**src/sv/plig_pkg.sv**
```systemverilog
// shared types, codes and decode tables for the polyline index generator
package plig_pkg;

  localparam int unsigned DEF_MAX_POINTS = 4096;
  localparam int unsigned DEF_CAP_SLICES = 12;
  localparam int unsigned DEF_INDEX_BITS = 32;
  localparam int unsigned QUEUE_DEPTH    = 2;

  localparam int unsigned SLOT_W  = 17;
  localparam int unsigned VTX_W   = 32;
  localparam int unsigned COUNT_W = 13;
  localparam int unsigned SEG_W   = 12;
  localparam int unsigned CFG_IDX_W = 3;
  localparam int unsigned CFG_DATA_W = 32;

  // register indexes on the configuration port
  localparam logic [CFG_IDX_W-1:0] CFG_EDGE_MODE   = 3'd0;
  localparam logic [CFG_IDX_W-1:0] CFG_POINT_COUNT = 3'd1;
  localparam logic [CFG_IDX_W-1:0] CFG_BASE_OFFSET = 3'd2;
  localparam logic [CFG_IDX_W-1:0] CFG_RANGE_FROM  = 3'd3;
  localparam logic [CFG_IDX_W-1:0] CFG_RANGE_TO    = 3'd4;

  localparam logic [COUNT_W-1:0] RANGE_TO_RESET = 13'd4096;

  // edge treatment codes
  localparam logic [1:0] MODE_BLUNT = 2'd0;
  localparam logic [1:0] MODE_CAP   = 2'd1;
  localparam logic [1:0] MODE_CYCLE = 2'd2;

  // request codes
  localparam logic [1:0] OP_SEGMENT = 2'd0;
  localparam logic [1:0] OP_START   = 2'd1;
  localparam logic [1:0] OP_END     = 2'd2;

  typedef struct packed {
    logic [1:0]       op;
    logic [SEG_W-1:0] segment;
  } in_word_t;

  typedef struct packed {
    logic [SLOT_W-1:0] slot;
    logic [VTX_W-1:0]  vertex_index;
    logic              last;
  } out_word_t;

  typedef struct packed {
    logic [1:0]         edge_mode;
    logic [COUNT_W-1:0] point_count;
    logic [VTX_W-1:0]   base_offset;
    logic [COUNT_W-1:0] range_from;
    logic [COUNT_W-1:0] range_to;
  } cfg_t;

  typedef enum logic [2:0] {
    K_SEG,
    K_BLUNT_S,
    K_CAP_S,
    K_CLOSE,
    K_BLUNT_E,
    K_CAP_E
  } kind_t;

  // one piece of work handed from front to back
  typedef struct packed {
    kind_t             kind;
    logic [SLOT_W-1:0] slot0;
    logic [SLOT_W-1:0] slot1;
    logic [SLOT_W-1:0] slot2;
    logic [VTX_W-1:0]  va;
    logic [VTX_W-1:0]  vb;
  } desc_t;

  // vertex pick for pieces built from groups of six: {use_b, add}
  // entry 0 in the low nibble of each row
  function automatic logic [3:0] six_pick(kind_t kind, logic [1:0] grp, logic [2:0] pos);
    logic [23:0] row;
    row = 24'h0;
    case (kind)
      K_SEG: begin
        case (grp)
          2'd0:    row = 24'h132120;
          2'd1:    row = 24'h02AA80;
          default: row = 24'h9B3931;
        endcase
      end
      K_CLOSE: begin
        case (grp)
          2'd0:    row = 24'h1BA1A0;
          2'd1:    row = 24'h0ACC80;
          default: row = 24'h9DB9B1;
        endcase
      end
      K_BLUNT_S: row = 24'h910890;
      K_BLUNT_E: row = 24'h89CCD8;
      default:   row = 24'h0;
    endcase
    return 4'(row >> {pos, 2'b00});
  endfunction

endpackage

```
**src/sv/plig_front.sv**
```systemverilog
// front end: takes request words, clamps the range and classifies them into work descriptors
module plig_front #(
  parameter int unsigned MAX_POINTS = plig_pkg::DEF_MAX_POINTS,
  parameter int unsigned CAP_SLICES = plig_pkg::DEF_CAP_SLICES
) (
  input  logic              clk,
  input  logic              rst_n,
  input  plig_pkg::cfg_t    cfg,
  input  logic              in_push,
  input  plig_pkg::in_word_t in_word,
  output logic              in_full,
  output logic              q_push,
  output plig_pkg::desc_t   q_desc,
  input  logic              q_full
);
  import plig_pkg::*;

  localparam logic [16:0] MAXP = 17'(MAX_POINTS);
  localparam logic [SLOT_W-1:0] CAP_SPAN = SLOT_W'(3 * CAP_SLICES);
  localparam logic [VTX_W-1:0]  CAP_VTX  = VTX_W'(CAP_SLICES);

  logic     stage_v_r, stage_v_nxt;
  in_word_t stage_r, stage_nxt;

  logic [COUNT_W-1:0] pc, from, to, lim, seg13;
  logic [SLOT_W-1:0]  p17, s17, s6, p6, p12, p18;
  logic [VTX_W-1:0]   base, c2, c4, seg2;
  logic               active, cyc, start_ok, end_ok, hit, accept, done;
  desc_t              d;

  always_comb begin
    pc    = ({4'b0, cfg.point_count} > MAXP) ? COUNT_W'(MAXP) : cfg.point_count;
    from  = (cfg.range_from >= pc) ? '0 : cfg.range_from;
    to    = (cfg.range_to > pc) ? pc : cfg.range_to;
    lim   = ((pc - 13'd1) < to) ? (pc - 13'd1) : to;
    seg13 = {1'b0, stage_r.segment};

    active   = (pc >= 13'd2) && (from < to);
    cyc      = cfg.edge_mode == MODE_CYCLE;
    start_ok = from == '0;
    end_ok   = to == pc;

    p17 = SLOT_W'(pc);
    s17 = SLOT_W'(stage_r.segment);
    s6  = (s17 << 2) + (s17 << 1);
    p6  = (p17 << 2) + (p17 << 1);
    p12 = p6 << 1;
    p18 = p12 + p6;

    base = cfg.base_offset;
    c2   = base + (VTX_W'(pc) << 1);
    c4   = base + (VTX_W'(pc) << 2);
    seg2 = VTX_W'(stage_r.segment) << 1;

    d     = '0;
    d.kind = K_SEG;
    hit   = 1'b0;
    case (stage_r.op)
      OP_SEGMENT: begin
        hit     = active && (seg13 >= from) && (seg13 < lim);
        d.kind  = K_SEG;
        d.slot0 = s6;
        d.slot1 = s6 + p6 - (cyc ? 17'd0 : 17'd6);
        d.slot2 = s6 + p12 - (cyc ? 17'd0 : 17'd12);
        d.va    = base + seg2;
        d.vb    = c2 + seg2;
      end
      OP_START: begin
        d.slot0 = p18 - 17'd18;
        d.va    = c2;
        d.vb    = c4;
        if (cfg.edge_mode == MODE_BLUNT) begin
          hit    = active && start_ok;
          d.kind = K_BLUNT_S;
        end else if (cfg.edge_mode == MODE_CAP) begin
          hit    = active && start_ok;
          d.kind = K_CAP_S;
        end else if (cyc) begin
          hit     = active && (start_ok || end_ok);
          d.kind  = K_CLOSE;
          d.slot0 = p6 - 17'd6;
          d.slot1 = p12 - 17'd6;
          d.slot2 = p18 - 17'd6;
          d.va    = c2 - 32'd2;
          d.vb    = c4 - 32'd2;
        end
      end
      OP_END: begin
        if (cfg.edge_mode == MODE_BLUNT) begin
          hit     = active && end_ok;
          d.kind  = K_BLUNT_E;
          d.slot0 = p18 - 17'd12;
          d.vb    = c4 - 32'd2;
        end else if (cfg.edge_mode == MODE_CAP) begin
          hit     = active && end_ok;
          d.kind  = K_CAP_E;
          d.slot0 = p18 - 17'd18 + CAP_SPAN;
          d.va    = c4 - 32'd2;
          d.vb    = c4 + CAP_VTX;
        end
      end
      default: hit = 1'b0;
    endcase
  end

  // a word with nothing to emit is simply dropped
  assign done    = stage_v_r && (!hit || !q_full);
  assign q_push  = stage_v_r && hit && !q_full;
  assign q_desc  = d;
  assign in_full = stage_v_r && !done;
  assign accept  = in_push && !in_full;

  always_comb begin
    stage_v_nxt = stage_v_r;
    stage_nxt   = stage_r;
    if (accept) begin
      stage_v_nxt = 1'b1;
      stage_nxt   = in_word;
    end else if (done) begin
      stage_v_nxt = 1'b0;
    end
  end

  always_ff @(posedge clk) begin
    if (!rst_n) begin
      stage_v_r <= 1'b0;
    end else begin
      stage_v_r <= stage_v_nxt;
    end
    stage_r <= stage_nxt;
  end

endmodule

```
**src/sv/plig_fifo.sv**
```systemverilog
// short descriptor queue between front and back
module plig_fifo #(
  parameter int unsigned DEPTH = plig_pkg::QUEUE_DEPTH
) (
  input  logic            clk,
  input  logic            rst_n,
  input  logic            push,
  input  plig_pkg::desc_t push_desc,
  output logic            full,
  input  logic            pop,
  output plig_pkg::desc_t pop_desc,
  output logic            valid
);
  import plig_pkg::*;

  localparam int unsigned PTR_W = (DEPTH > 1) ? $clog2(DEPTH) : 1;
  localparam int unsigned CNT_W = $clog2(DEPTH + 1);
  localparam logic [PTR_W-1:0] PTR_LAST = PTR_W'(DEPTH - 1);
  localparam logic [CNT_W-1:0] CNT_FULL = CNT_W'(DEPTH);

  desc_t             mem_r [DEPTH];
  logic [PTR_W-1:0]  wr_r, wr_nxt, rd_r, rd_nxt;
  logic [CNT_W-1:0]  cnt_r, cnt_nxt;
  logic              do_push, do_pop;

  assign full     = cnt_r == CNT_FULL;
  assign valid    = cnt_r != '0;
  assign pop_desc = mem_r[rd_r];
  assign do_push  = push && !full;
  assign do_pop   = pop && valid;

  always_comb begin
    wr_nxt  = do_push ? ((wr_r == PTR_LAST) ? '0 : wr_r + 1'b1) : wr_r;
    rd_nxt  = do_pop ? ((rd_r == PTR_LAST) ? '0 : rd_r + 1'b1) : rd_r;
    cnt_nxt = cnt_r + CNT_W'(do_push) - CNT_W'(do_pop);
  end

  always_ff @(posedge clk) begin
    if (!rst_n) begin
      wr_r  <= '0;
      rd_r  <= '0;
      cnt_r <= '0;
    end else begin
      wr_r  <= wr_nxt;
      rd_r  <= rd_nxt;
      cnt_r <= cnt_nxt;
    end
    if (do_push) begin
      mem_r[wr_r] <= push_desc;
    end
  end

endmodule

```
**src/sv/plig_back.sv**
```systemverilog
// back end: walks descriptors, one (slot, vertex) word per cycle unless held
module plig_back #(
  parameter int unsigned CAP_SLICES = plig_pkg::DEF_CAP_SLICES,
  parameter int unsigned INDEX_BITS = plig_pkg::DEF_INDEX_BITS
) (
  input  logic               clk,
  input  logic               rst_n,
  input  logic               q_valid,
  input  plig_pkg::desc_t    q_desc,
  output logic               q_pop,
  output logic               out_empty,
  input  logic               out_pop,
  output plig_pkg::out_word_t out_word
);
  import plig_pkg::*;

  localparam int unsigned GRP_N = (CAP_SLICES > 3) ? CAP_SLICES : 3;
  localparam int unsigned GRP_W = $clog2(GRP_N);
  localparam int unsigned OFF_W = $clog2(CAP_SLICES + 6);
  localparam logic [GRP_W-1:0] CAP_LAST = GRP_W'(CAP_SLICES - 1);
  localparam logic [OFF_W-1:0] CAP_TOP  = OFF_W'(CAP_SLICES - 1);
  localparam logic [VTX_W-1:0] IDX_MASK = VTX_W'((64'd1 << INDEX_BITS) - 64'd1);

  desc_t             cur_r, cur_nxt;
  logic              busy_r, busy_nxt;
  logic [2:0]        pos_r, pos_nxt;
  logic [GRP_W-1:0]  grp_r, grp_nxt, grp_top;
  logic [SLOT_W-1:0] slot_r, slot_nxt;
  out_word_t         out_r, out_nxt;
  logic              out_v_r, out_v_nxt;

  logic             is_cap, pos_end, grp_end, last, step, load, pop_fire;
  logic             use_b;
  logic [OFF_W-1:0] add;
  logic [3:0]       pk;
  logic [VTX_W-1:0] vtx;

  always_comb begin
    is_cap  = (cur_r.kind == K_CAP_S) || (cur_r.kind == K_CAP_E);
    pos_end = is_cap ? (pos_r == 3'd2) : (pos_r == 3'd5);
    case (cur_r.kind)
      K_SEG, K_CLOSE:     grp_top = GRP_W'(2);
      K_CAP_S, K_CAP_E:   grp_top = CAP_LAST;
      default:            grp_top = '0;
    endcase
    grp_end = grp_r == grp_top;
    last    = pos_end && grp_end;

    pk    = six_pick(cur_r.kind, grp_r[1:0], pos_r);
    use_b = pk[3];
    add   = OFF_W'(pk[2:0]);
    // fan triangles: first and last close onto the rim, the rest walk the arc
    if (cur_r.kind == K_CAP_S) begin
      if (grp_r == '0) begin
        use_b = pos_r != 3'd2;
        add   = (pos_r == 3'd1) ? OFF_W'(1) : '0;
      end else if (grp_r == CAP_LAST) begin
        use_b = pos_r != 3'd1;
        add   = (pos_r == 3'd0) ? '0 : ((pos_r == 3'd1) ? OFF_W'(1) : CAP_TOP);
      end else begin
        use_b = 1'b1;
        add   = (pos_r == 3'd0) ? OFF_W'(grp_r) :
                ((pos_r == 3'd1) ? '0 : OFF_W'(grp_r) + OFF_W'(1));
      end
    end else if (cur_r.kind == K_CAP_E) begin
      if (grp_r == '0) begin
        use_b = pos_r != 3'd2;
        add   = (pos_r == 3'd0) ? '0 : OFF_W'(1);
      end else if (grp_r == CAP_LAST) begin
        use_b = pos_r != 3'd1;
        add   = (pos_r == 3'd2) ? CAP_TOP : '0;
      end else begin
        use_b = 1'b1;
        add   = (pos_r == 3'd0) ? '0 :
                ((pos_r == 3'd1) ? OFF_W'(grp_r) + OFF_W'(1) : OFF_W'(grp_r));
      end
    end
    vtx = ((use_b ? cur_r.vb : cur_r.va) + VTX_W'(add)) & IDX_MASK;
  end

  assign pop_fire  = out_pop && out_v_r;
  assign step      = busy_r && (!out_v_r || pop_fire);
  assign load      = q_valid && (!busy_r || (step && last));
  assign q_pop     = load;
  assign out_empty = !out_v_r;
  assign out_word  = out_r;

  always_comb begin
    cur_nxt   = cur_r;
    busy_nxt  = busy_r;
    pos_nxt   = pos_r;
    grp_nxt   = grp_r;
    slot_nxt  = slot_r;
    out_nxt   = out_r;
    out_v_nxt = out_v_r;
    if (pop_fire) begin
      out_v_nxt = 1'b0;
    end
    if (step) begin
      out_nxt.slot         = slot_r;
      out_nxt.vertex_index = vtx;
      out_nxt.last         = last;
      out_v_nxt            = 1'b1;
      if (pos_end) begin
        pos_nxt = '0;
        grp_nxt = grp_r + 1'b1;
        if (is_cap) begin
          slot_nxt = slot_r + 1'b1;
        end else begin
          slot_nxt = (grp_r == '0) ? cur_r.slot1 : cur_r.slot2;
        end
      end else begin
        pos_nxt  = pos_r + 1'b1;
        slot_nxt = slot_r + 1'b1;
      end
      if (last) begin
        busy_nxt = 1'b0;
      end
    end
    if (load) begin
      cur_nxt  = q_desc;
      busy_nxt = 1'b1;
      pos_nxt  = '0;
      grp_nxt  = '0;
      slot_nxt = q_desc.slot0;
    end
  end

  always_ff @(posedge clk) begin
    if (!rst_n) begin
      busy_r  <= 1'b0;
      out_v_r <= 1'b0;
    end else begin
      busy_r  <= busy_nxt;
      out_v_r <= out_v_nxt;
    end
    cur_r  <= cur_nxt;
    pos_r  <= pos_nxt;
    grp_r  <= grp_nxt;
    slot_r <= slot_nxt;
    out_r  <= out_nxt;
  end

endmodule

```
**src/sv/polyline_index_generate.sv**
```systemverilog
// top level of the polyline index generator: config registers, front, queue and back
// path: a request's first word passes the front stage, queue, back-end and output registers
// throughput: one word per cycle while out_pop keeps up, set by the back-end sequencer; a
//   segment or closing piece gives 18 words, a blunt edge 6 and a round cap 3*CAP_SLICES;
//   requests with no output are dropped in the front stage without reaching the back end
// reset: synchronous, active low; clears the front stage, queue and back end, and loads
//   the config registers with their reset values (range_to reads 4096, the rest 0)
module polyline_index_generate #(
  parameter int unsigned MAX_POINTS = plig_pkg::DEF_MAX_POINTS,
  parameter int unsigned CAP_SLICES = plig_pkg::DEF_CAP_SLICES,
  parameter int unsigned INDEX_BITS = plig_pkg::DEF_INDEX_BITS
) (
  input  logic                                clk,
  input  logic                                rst_n,
  // request words
  input  logic                                in_push,
  input  plig_pkg::in_word_t                  in_word,
  output logic                                in_full,
  // result words
  output logic                                out_empty,
  input  logic                                out_pop,
  output plig_pkg::out_word_t                 out_word,
  // config writes
  input  logic                                cfg_we,
  input  logic [plig_pkg::CFG_IDX_W-1:0]      cfg_index,
  input  logic [plig_pkg::CFG_DATA_W-1:0]     cfg_wdata
);
  import plig_pkg::*;

  cfg_t  cfg_r, cfg_nxt;
  logic  q_push, q_full, q_pop, q_valid;
  desc_t q_in, q_out;

  // config register file, write only; indexes past the list are ignored
  always_comb begin
    cfg_nxt = cfg_r;
    if (cfg_we) begin
      case (cfg_index)
        CFG_EDGE_MODE:   cfg_nxt.edge_mode   = cfg_wdata[1:0];
        CFG_POINT_COUNT: cfg_nxt.point_count = cfg_wdata[COUNT_W-1:0];
        CFG_BASE_OFFSET: cfg_nxt.base_offset = cfg_wdata[VTX_W-1:0];
        CFG_RANGE_FROM:  cfg_nxt.range_from  = cfg_wdata[COUNT_W-1:0];
        CFG_RANGE_TO:    cfg_nxt.range_to    = cfg_wdata[COUNT_W-1:0];
        default:         cfg_nxt = cfg_r;
      endcase
    end
  end

  always_ff @(posedge clk) begin
    if (!rst_n) begin
      cfg_r.edge_mode   <= MODE_BLUNT;
      cfg_r.point_count <= '0;
      cfg_r.base_offset <= '0;
      cfg_r.range_from  <= '0;
      cfg_r.range_to    <= RANGE_TO_RESET;
    end else begin
      cfg_r <= cfg_nxt;
    end
  end

  // front: one register stage, clamps the range and turns each word with output into a descriptor
  plig_front #(
    .MAX_POINTS (MAX_POINTS),
    .CAP_SLICES (CAP_SLICES)
  ) u_front (
    .clk     (clk),
    .rst_n   (rst_n),
    .cfg     (cfg_r),
    .in_push (in_push),
    .in_word (in_word),
    .in_full (in_full),
    .q_push  (q_push),
    .q_desc  (q_in),
    .q_full  (q_full)
  );

  // descriptor queue lets the front keep taking words while the back is busy
  plig_fifo #(
    .DEPTH (QUEUE_DEPTH)
  ) u_fifo (
    .clk       (clk),
    .rst_n     (rst_n),
    .push      (q_push),
    .push_desc (q_in),
    .full      (q_full),
    .pop       (q_pop),
    .pop_desc  (q_out),
    .valid     (q_valid)
  );

  // back: walks each descriptor, output register parts it from the result side
  plig_back #(
    .CAP_SLICES (CAP_SLICES),
    .INDEX_BITS (INDEX_BITS)
  ) u_back (
    .clk       (clk),
    .rst_n     (rst_n),
    .q_valid   (q_valid),
    .q_desc    (q_out),
    .q_pop     (q_pop),
    .out_empty (out_empty),
    .out_pop   (out_pop),
    .out_word  (out_word)
  );

endmodule
```
**config.mk**
```make
export PLATFORM = sky130hd
export DESIGN_NAME = polyline_index_generate
export DESIGN_NICKNAME = d
export VERILOG_FILES = /design/src/sv/plig_pkg.sv /design/src/sv/plig_front.sv /design/src/sv/plig_fifo.sv /design/src/sv/plig_back.sv /design/src/sv/polyline_index_generate.sv
export SDC_FILE = /design/constraint.sdc
export NUM_CORES = 1
export LEC_CHECK = 0
export BUFFER_PORTS_ARGS = -buffer_cell sky130_fd_sc_hd__buf_4
export CAP_MARGIN = 15
export CORE_UTILIZATION = 40
export CTS_CLUSTER_DIAMETER = 40
export DETAILED_ROUTE_END_ITERATION = 10
export PLACE_DENSITY = 0.55
export SETUP_SLACK_MARGIN = 0.4
export SLEW_MARGIN = 20
export SYNTH_ARGS = -nofsm -noshare
export SYNTH_HDL_FRONTEND = slang
export SYNTH_SLANG_ARGS = --single-unit
```
**constraint.sdc**
```tcl
create_clock -name clk -period 12.4 [get_ports clk]
set_clock_uncertainty 0.15 [all_clocks]
set_input_delay 0 -clock clk [delete_from_list [all_inputs] [get_ports clk]]
set_output_delay 0 -clock clk [all_outputs]
set_load 0.005 [all_outputs]
```
# After elaboration in Yosys (flattened, before gate mapping)
# Memory sizes are Yosys's and may differ from the RTL's. A register that Yosys moved wholly into a read port is not among the register bits.
# Cells that the tools add are included.
# totals
reg_bits	269
n_memories	1
mem_bits_rw	236
inputBits	54
word_cells	207
# op_classes
eq_ne	23
muxes	69
order_cmp	8
n_shift	1
addsub	30
reduce_logical	51
# mem_list
memory	depth	word_bits	rd	rd_clocked_by_memory_dff	wr	line_no	text
u_fifo.mem_r	2	118	1	1	1	plig_fifo.sv:21	desc_t mem_r [DEPTH];
# ops
operator	count
115-bit 2-to-1 mux	2
64-bit case mux with 3 select lines	1
117-bit 2-to-1 mux	1
32-bit 2-to-1 mux	3
24-bit case mux with 2 select lines	2
24-bit case mux with 4 select lines	1
17-bit 2-to-1 mux	5
34-bit case mux with 2 select lines	1
32-bit by 13-bit adder with 32-bit output	2
64-bit 2-to-1 mux	1
32-bit by 2-bit subtractor with 32-bit output, second input constant	2
20-bit case mux with 3 select lines	1
5-bit 2-to-1 mux	11
13-bit 2-to-1 mux	4
17-bit adder	3
17-bit by 3-bit subtractor with 17-bit output, second input constant	3
20-bit 2-to-1 mux	2
17-bit subtractor	2
32-bit by 14-bit adder with 32-bit output	1
32-bit by 15-bit adder with 32-bit output	1
32-bit by 4-bit adder with 32-bit output, second input constant	1
32-bit by 5-bit adder with 32-bit output	1
13-bit < comparator	2
1-bit 2-to-1 mux	25
44 further kinds	104

# Longest topological paths before layout
# Gate-level depths: netlist of the first run.
# depth
depth_word	19
mapped_depth	36
ltp_nobuf	33

# By module
# From an unflattened synthesis of the first run, not the netlist that was laid out.
# hier_totals
cells_unflattened	3823
area_unflattened_um2	37312.0
# modules_own_cells
mod	n_inst	seq_area_each_um2	area_per_inst_um2	cells_per_inst
plig_front	1	440.4	17031.3	2425
plig_fifo	1	7186.9	8817.2	394
plig_back	1	5225.0	8638.3	726
polyline_index_generate	1	1461.4	2825.2	278

# Worst setup path after synthesis of the first run
# Ideal clock, no wire load.
# synth_path
path_kind	register to register
start	register cfg_r[70] (netlist bit)
end	memory u_fifo.mem_r[0][0] (netlist bit) (enable)
required_time_ns	11.646
arrival_time_ns	12.076
path_stages_with_launch	34
n_path_buf	4
slack_ns	-0.430
path_cell_list	dfxtp_1 clkbuf_1 clkbuf_1 nor2b_1 inv_1 ha_1 a21o_1 a21o_1 a21o_1 a2111o_1 nand2_1 clkbuf_1 nor2_1 a21oi_1 ha_1 o21a_1 o21a_1 o211ai_1 a21boi_0 o22ai_1 clkbuf_1 mux2_2 ha_1 o21a_1 o21ai_0 nand2b_1 a21oi_1 nor2b_1 o2111ai_1 a31oi_1 o311a_1 o211ai_1 nor4bb_1 nor2b_1
# synth_via
elab_chain_cells	16
# synth_rtl
element	line_no	text
start, declared	polyline_index_generate.sv:30	cfg_t cfg_r, cfg_nxt;
start signal, assigned	polyline_index_generate.sv:57	cfg_r <= cfg_nxt;
13-bit > comparator	plig_front.sv:32	pc = ({4'b0, cfg.point_count} > MAXP) ? COUNT_W'(MAXP) : cfg.point_count;
13-bit 2-to-1 mux *	plig_front.sv:32	
branches (longest 8 deep; another with 13-bit > comparator)	n/a	
1-bit case mux with 3 select lines *	plig_front.sv:58	case (stage_r.op)
1-bit logical AND * (2 in a row)	plig_front.sv:108	assign q_push = stage_v_r && hit && !q_full;
1-bit logical AND *	plig_fifo.sv:29	assign do_push = push && !full;
1-bit 2-to-1 mux *	plig_fifo.sv:48	if (do_push) begin
1-bit 2-to-1 mux (not written as such) *	plig_fifo.sv:49	mem_r[wr_r] <= push_desc;
end, declared	plig_fifo.sv:21	
# Mark *: on every way between the ends.

# Final worst setup path of the first run
# layout_path
start	register cfg_r[70] (netlist bit)
end	memory u_fifo.mem_r[1][62] (netlist bit) (enable)
# Same word-level chain as after synthesis.

==> results of run 1 <==
-- cells by family after synthesis --
kind of cell / count (synthesis)
xor gates and xnor gates: 379
and+or+nand+nor: 1177
AOI/OAI and AO/OA: 842
DFF: 498
buffers and inverters: 346
adders and majority gates: 293
muxes: 177
-- sequential cells by signal, indices dropped and copies added (netlist names), 2 cells and up, named ones only --
| name | flops |
|---|---|
| u_back.pos_r | 3 |
| u_back.slot_r | 17 |
| u_fifo.mem_r | 230 |
| u_back.cur_r | 99 |
| u_front.stage_r | 2 |
| u_fifo.cnt_r | 2 |
| u_front.s17 | 12 |
| u_back.out_word | 50 |
| cfg_r | 73 |
| u_back.grp_r | 4 |
-- power groups by stage --
stage / registers (mW) / logic [mW] / clock network [mW]
global route: 2.44 / 2.23 / 2.34
floorplan: 2.37 / 1.47 / 0
detailed placement: 2.44 / 1.99 / 0
CTS: 2.41 / 2.02 / 2.27
global placement: 2.44 / 1.98 / 0
finish: 2.40 / 2.02 / 2.22
-- per-layer routing --
| layer | routed length (µm) | up-vias | global-route usage (%) |
|---|---|---|---|
| met5 | 0 | - | 0 |
| met2 | 43600 | 969 | 33.3 |
| met1 | 53000 | 13500 | 35.7 |
| met4 | 2460 | 0 | 5.89 |
| met3 | 7410 | 130 | 3.49 |
| li1 | - | 13800 | - |
-- final cells by class --
cell class	instances	area, µm²
Clock buffer	92	2110
Multi-Input combinational cell	2868	20000
Clock inverter	49	643
Inverter	184	692
Tap cell	1155	1450
Fill cell	8184	46000
Timing Repair Buffer	250	2160
Sequential cell	498	14100
-- what timing repair did --
action / CTS / global route
endpoints found under the hold margin: 109 / 0
buffers inserted: 0 / 0
hold buffers: 104 / 0
endpoints found under the setup margin: 0 / 0
-- cell usage in the layout (no fill, tap or decap), types with 33 or more instances in the layout --
cell type,netlist,layout
nand2_1,443,443
edfxtp_1,410,410
ha_1,280,280
a21oi_1,262,262
nor2_1,245,242
xnor2_1,224,224
inv_1,179,178
o21ai_0,167,166
xor2_1,155,155
buf_4,0,144
mux2_2,118,118
dlygate4sd3_1,0,104
dfxtp_1,88,87
nand3_1,85,85
clkbuf_16,0,80
nor3_1,80,79
o22ai_1,62,62
mux2i_1,59,59
a21o_1,51,51
nor2b_1,51,50
nand2b_1,47,47
a31oi_1,34,34
nor4_1,33,33
and2_1,34,33
-- stage by stage --
stage	std cells	hold slack, ps	util [%]
2_1_floorplan	3712	-78.2	-
5_1_grt	5096	39.8	47.2
4_1_cts	5096	12.3	47.2
3_3_place_gp	4851	28.4	42.9
3_5_place_dp	4851	29.9	42.9
6_report	5096	47.1	47.2
-- critical path: cells and delay by family (launching register included) --
family,cells,cell delay (ps)
compound gates,15,2670
simple gates,8,2680
buf+inv,5,1360
mux,2,730
flops,1,340
fa+ha+maj,3,910
-- how the worst min path moves through the flow --
stage	endpoint	slack, ps	depth (start not counted)
2_1_floorplan	cfg_r[12]$_SDFFE_PN1P_	-80	1
3_3_place_gp	u_front.s17[5]$_DFFE_PP_	30	1
3_5_place_dp	u_front.s17[8]$_DFFE_PP_	30	1
4_1_cts	cfg_r[36]$_SDFFE_PN0P_	10	4
5_1_grt	cfg_r[34]$_SDFFE_PN0P_	40	4
6_report	cfg_r[36]$_SDFFE_PN0P_	50	4
==> run_results.csv, run 1 <==
group,metric,value,unit
critical_path,cp_slowest_cell,"and2_4",
global_route,grt_pass1_vias,26300,
placed_design,dp_slack,3120,ps
sta,fmax,0.107,GHz
sta,fin_crit,9350,ps
clock_network,htreeDepth,3,
floorplanning,start_util,40.6,%
floorplanning,num_rows,108,
yosys,yosysTopAreaCellShare,34.8,%
detailed_routing,drt_iter0_drc,2713,
floorplanning,dieArea,89700,µm²
yosys,synthTopCellsByCount,"443 x nand2_1, 410 x edfxtp_1, 280 x ha_1",
clock_network,cts-resized-gates,0,
placed_design,dpl.hpwl,79.3,mm
detailed_routing,drt_wl_total,106,mm
yosys,syn_avg_cell_area,9.53,µm²
min_path,hp-start,"cfg_wdata[10]",
job,cap_violations,0,
critical_path,path_max_fanout,73,
clock_network,clockBufferDepth,3,
layout,diodes,0,
critical_path,start_kind,"flip-flop",
pwr,ir_drop,0.123,mV
pwr,total_leakage_power,16.0,nW
critical_path,rrSetupSlack,3050,ps
floorplanning,pin_count,106,
yosys,synth-compound-area-share,15.3,%
detailed_routing,vias_per_cell,5.57,
clock_network,clk_pin_slew,50,ps
placed_design,placed_area,37400,µm²
clock_network,cts-root-buf,"clkbuf_16",
critical_path,reg2reg_depth,33,
critical_path,crit_path_end,"u_fifo.mem_r[1][62]$_DFFE_PP_",
critical_path,required,12520,ps
yosys,ys.flop_type,"edfxtp_1",
detailed_routing,routedWlPerCell,20.9,µm
critical_path,r2r-end,"u_fifo.mem_r[1][62]$_DFFE_PP_",
yosys,yosysWarnings,0,
yosys,synth.area.top_cells,"edfxtp_1 35%, ha_1 9.9%, xnor2_1 5.5%, dfxtp_1 5.0%, nand2_1 4.7%",
critical_path,cp-end-kind,"flip-flop",
clock_network,cts_tree,"yes",
placed_design,gp_congestion,0.927,
detailed_routing,drc_errors,0,
sta,rsz0062_at_grt,"no",
critical_path,arrival,9470,ps
sta,setup_violations,0,
yosys,post_synth_instance_area,35400,µm²
layout,final_nets,4226,
layout,fin_area,41200,µm²
pwr,p_seq_share,36.2,%
critical_path,rr_startpoint,"cfg_r[70]$_SDFFE_PN0P_",
global_route,grt-ovfl-total,0,
yosys,synth_mux_area_share,5.42,%
detailed_routing,vias,28400,
sta,fin_tns_setup,0,ps
global_route,grt_pass1_wl,161,mm
pwr,p_int,4.45,mW
run_status,status,"complete, no violations",
global_route,antenna_found_initial,0,
yosys,synthAdderAreaFrac,10.6,%
critical_path,startpoint,"cfg_r[70]$_SDFFE_PN0P_",
sta,fin_ws,3050,ps
pwr,clkPwrFrac,33.4,%
critical_path,max_stage_delay,820,ps
yosys,synth-async-reset-ratio,0,%
yosys,synth_top_family_by_area,"simple AND/OR/NAND/NOR gates",
global_route,grt_max_degree,88,
min_path,hold_path_class,"primary input to flip-flop",
floorplanning,coreArea,87200,µm²
yosys,synth_edf_count,410,
placed_design,portBuffers,105,
yosys,ys_seq_elements,498,
yosys,yosysMostFrequentCell,"nand2_1",
floorplanning,die_w,299,µm
sta,relSlewSlack,28.1,%
sta,worstMarginPinSlew,1070,ps
clock_network,cts_sinks,498,
detailed_routing,route.antenna.remaining_nets,0,
sta,drv_slew,0,
layout,drive_above_1_share,11.9,%
detailed_routing,dr.pass1.iters,6,
yosys,synthSimpleGateAreaFrac,15.8,%
pwr,p_per_area,162,nW/µm²
global_route,grt_use_total,23.1,%
clock_network,cts_buffers,78,
sta,period_share,75.4,%
yosys,synthesis.nets,4058,
yosys,synth_xor_area_share,9.38,%
clock_network,clkLatencyLatePin,640,ps
yosys,synth_cells,3712,
pwr,power.share.switching,33.0,%
floorplanning,die_y,299,µm
pwr,p_comb_share,30.4,%
sta,hold_violations,0,
yosys,synth_area_leader_cell,"edfxtp_1",
pwr,switching_power,2.20,mW
critical_path,path_class,"flip-flop to flip-flop",
layout,area_growth,16.3,%
yosys,ys_types,109,
yosys,ys_seq_area_share,39.8,%
pwr,power,6.65,mW
No activity file was read; power rests on OpenSTA's default activity.
==> run 2: changes to the inputs <==
--- a/config.mk
+++ b/config.mk
@@ -5,12 +5,13 @@
 export SDC_FILE = /design/constraint.sdc
 export NUM_CORES = 1
 export LEC_CHECK = 0
+export ABC_AREA = 1
 export BUFFER_PORTS_ARGS = -buffer_cell sky130_fd_sc_hd__buf_4
 export CAP_MARGIN = 15
 export CORE_UTILIZATION = 40
 export CTS_CLUSTER_DIAMETER = 40
 export DETAILED_ROUTE_END_ITERATION = 10
-export PLACE_DENSITY = 0.55
+export PLACE_DENSITY = 0.53
 export SETUP_SLACK_MARGIN = 0.4
 export SLEW_MARGIN = 20
 export SYNTH_ARGS = -nofsm -noshare
==> constraint.sdc (replaced) <==
create_clock -name clk -period 9.2 [get_ports clk]
set_clock_uncertainty 0.15 [all_clocks]
set_input_delay 0 -clock clk [delete_from_list [all_inputs] [get_ports clk]]
set_output_delay 0 -clock clk [all_outputs]
set_load 0.005 [all_outputs]
==> run 2 against run 1 <==
  * Wire length rose by 27%
  * First-iteration DRC count increased by 26%
  * Die area increased by 6.9%
  * Clock-buffer cell count down 4
==> run_results.csv, run 2 <==
group,metric,value,unit
run_status,status,"complete, no violations",
clock_network,clkLatencyLatePin,640,ps
yosys,ys.flop_type,"edfxtp_1",
clock_network,cts_sinks,498,
yosys,ys_seq_area_share,37.2,%
floorplanning,die_y,310,µm
yosys,yosysMostFrequentCell,"nand2_1",
yosys,yosysWarnings,0,
yosys,ys_types,67,
sta,rsz0062_at_grt,"no",
critical_path,reg2reg_depth,40,
detailed_routing,routedWlPerCell,20.3,µm
critical_path,max_stage_delay,530,ps
yosys,synth.area.top_cells,"edfxtp_1 33%, nand2_1 14%, ha_1 9.3%, inv_1 6.5%, nand3_1 5.3%",
placed_design,portBuffers,105,
floorplanning,coreArea,93500,µm²
yosys,synthAdderAreaFrac,9.89,%
global_route,antenna_found_initial,3,
detailed_routing,vias_per_cell,5.36,
critical_path,rr_startpoint,"cfg_r[60]$_SDFFE_PN0P_",
clock_network,cts-root-buf,"clkbuf_16",
layout,largest_reg_flops,230,
layout,top_regs,"u_fifo.mem_r (230), u_back.cur_r (99), cfg_r (73)",
yosys,synth-async-reset-ratio,0,%
sta,hold_violations,0,
global_route,grt_use_total,28.0,%
placed_design,gp_congestion,0.990,
sta,period_share,85.7,%
sta,fmax,0.127,GHz
layout,fin_area,43900,µm²
sta,whs,88.7,ps
clock_network,clockBufferDepth,3,
global_route,grt_max_degree,82,
detailed_routing,drc_errors,0,
sta,fin_tns_setup,0,ps
layout,final_nets,5698,
critical_path,path_class,"flip-flop to flip-flop",
yosys,yosysTopAreaCellShare,32.5,%
critical_path,cp_common_cell,"nand2_1",
detailed_routing,drt_iter0_drc,3413,
sta,drv_slew,0,
critical_path,cp_slowest_cell,"nor2_1",
yosys,synthSimpleGateAreaFrac,29.4,%
global_route,grt_pass1_wl,202,mm
min_path,hold_path_class,"primary input to flip-flop",
yosys,synth_cells,5133,
critical_path,rrSetupSlack,1320,ps
yosys,ys_seq_elements,498,
floorplanning,die_w,310,µm
pwr,power,10.3,mW
yosys,syn_avg_cell_area,7.37,µm²
sta,fin_crit,7880,ps
clock_network,htreeDepth,3,
layout,drive_above_1_share,7.99,%
clock_network,post-cts-setup-buffers,0,
critical_path,arrival,8060,ps
layout,final_cell_mix,"1423 x nand2_1, 651 x inv_1, 470 x nor2_1",
yosys,synth_xor_area_share,3.25,%
min_path,hold_path_depth,4,
sta,setup_violations,0,
floorplanning,num_rows,112,
job,cap_violations,0,
detailed_routing,dr.pass1.iters,5,
placed_design,dp_slack,1070,ps
yosys,synth_area_leader_cell,"edfxtp_1",
detailed_routing,route.antenna.remaining_nets,0,
global_route,grt_pass1_vias,32500,
yosys,post_synth_instance_area,37900,µm²
layout,top_register,"u_fifo.mem_r",
floorplanning,start_util,40.5,%
layout,layout_commonest_cell,"nand2_1",
critical_path,start_kind,"flip-flop",
yosys,synth_top_family_by_area,"simple AND/OR/NAND/NOR gates",
sta,relSlewSlack,26.3,%
pwr,ir_drop,0.155,mV
clock_network,cts_tree,"yes",
sta,worstMarginPinSlew,1100,ps
yosys,synthesis.nets,5479,
layout,n_fill_cell,9433,
placed_design,dpl.hpwl,105,mm
clock_network,cts_buffers,80,
critical_path,cp-end-kind,"flip-flop",
floorplanning,dieArea,95900,µm²
critical_path,required,9370,ps
detailed_routing,drt_wl_total,135,mm
detailed_routing,vias,35800,
yosys,synth_edf_count,410,
sta,fin_ws,1320,ps
min_path,min_to,"cfg_r[38]$_SDFFE_PN0P_",
yosys,synthTopCellsByCount,"1424 x nand2_1, 654 x inv_1, 474 x nor2_1",
global_route,grt-ovfl-total,0,
pwr,total_leakage_power,19.9,nW
placed_design,placed_area,40100,µm²
critical_path,r2r-end,"u_fifo.mem_r[1][48]$_DFFE_PP_",
min_path,hp-start,"cfg_wdata[12]",
yosys,synth-compound-area-share,12.1,%
floorplanning,pin_count,106,
layout,area_growth,15.9,%
pwr,p_per_area,235,nW/µm²
critical_path,path_max_fanout,40,
clock_network,clk_pin_slew,50,ps
yosys,synth_mux_area_share,0.159,%
## run 2: cell count changes after synthesis, moves of 73 or more
cell,before,now
nand3_1,85,404
nor2_1,245,474
inv_1,179,654
mux2_2,118,0
o21ai_0,167,322
nand2_1,443,1424
nand4_1,30,103
xnor2_1,224,33
## run 2: worst max-delay path, delay by kind of cell (launching register included)
kind                       cells  cell delay (ps)
AOI/OAI and AO/OA              5              980
DFF                            1              320
adders and majority gates      3             1050
buffers and inverters          5             1600
and+or+nand+nor               27             3450
## run 2: per-stage QoR
stage               utilization [%]  instances
detailed placement             42.9       6424
global placement               42.9       6424
CTS                            46.9       6672
floorplan                         -       5133
global route                   46.9       6672
finish                         47.0       6674
## run 2: logic make-up (layout without fill, tap and decap cells)
kind of cell / Yosys count / in the layout
AND/OR/NAND/NOR: 2602 / 2602
AO/OA/AOI/OAI: 811 / 811
buffers and inverters: 790 / 1075
flip-flops: 498 / 498
adder cells (fa/ha/maj): 292 / 292
XOR/XNOR: 134 / 134
multiplexers: 6 / 6
other: 0 / 2
## run 2: layer usage
| layer | wire [µm] | global-route usage (%) |
|---|---|---|
| met5 | 20 | 0 |
| met4 | 3340 | 7.17 |
| met3 | 9230 | 3.88 |
| met2 | 57100 | 42.2 |
| met1 | 65500 | 41.8 |
## run 2: repair_timing
item                                    4_1_cts  5_1_grt
endpoints found under the hold margin       111        0
hold buffers                                100        0
endpoints found under the setup margin        0      232
resized for setup                             0        2
## run 2: worst max path at each step
stage | from | to | slack, ps
3_3_place_gp | cfg_r[64]$_SDFFE_PN0P_ | u_fifo.mem_r[1][62]$_DFFE_PP_ | 1230
4_1_cts | cfg_r[60]$_SDFFE_PN0P_ | u_fifo.mem_r[1][36]$_DFFE_PP_ | 1060
3_5_place_dp | cfg_r[60]$_SDFFE_PN0P_ | u_fifo.mem_r[1][62]$_DFFE_PP_ | 1070
5_1_grt | cfg_r[60]$_SDFFE_PN0P_ | u_fifo.mem_r[1][36]$_DFFE_PP_ | 420
2_1_floorplan | cfg_r[64]$_SDFFE_PN0P_ | u_fifo.mem_r[1][0]$_DFFE_PP_ | 630
6_report | cfg_r[60]$_SDFFE_PN0P_ | u_fifo.mem_r[1][48]$_DFFE_PP_ | 1320
## run 2: cell type report
type                       count  area (µm²)  area share, %
multi-input combinational   3845       20800           47.3
sequential                   498       14100           32.1
inverter                     680        2560           5.83
timing repair buffer         247        2130           4.85
clock buffer                  88        2050           4.68
tap                         1254        1570           3.58
clock inverter                60         718           1.64
antenna                        2        5.00         0.0114
## run 2: where the power goes
group / switching, mW / total (mW) / internal (mW) / leakage, nW
sequential: 0.227 / 3.36 / 3.13 / 4.54
combinational: 2.70 / 3.90 / 1.20 / 14.0
clock: 1.16 / 3.06 / 1.91 / 1.34
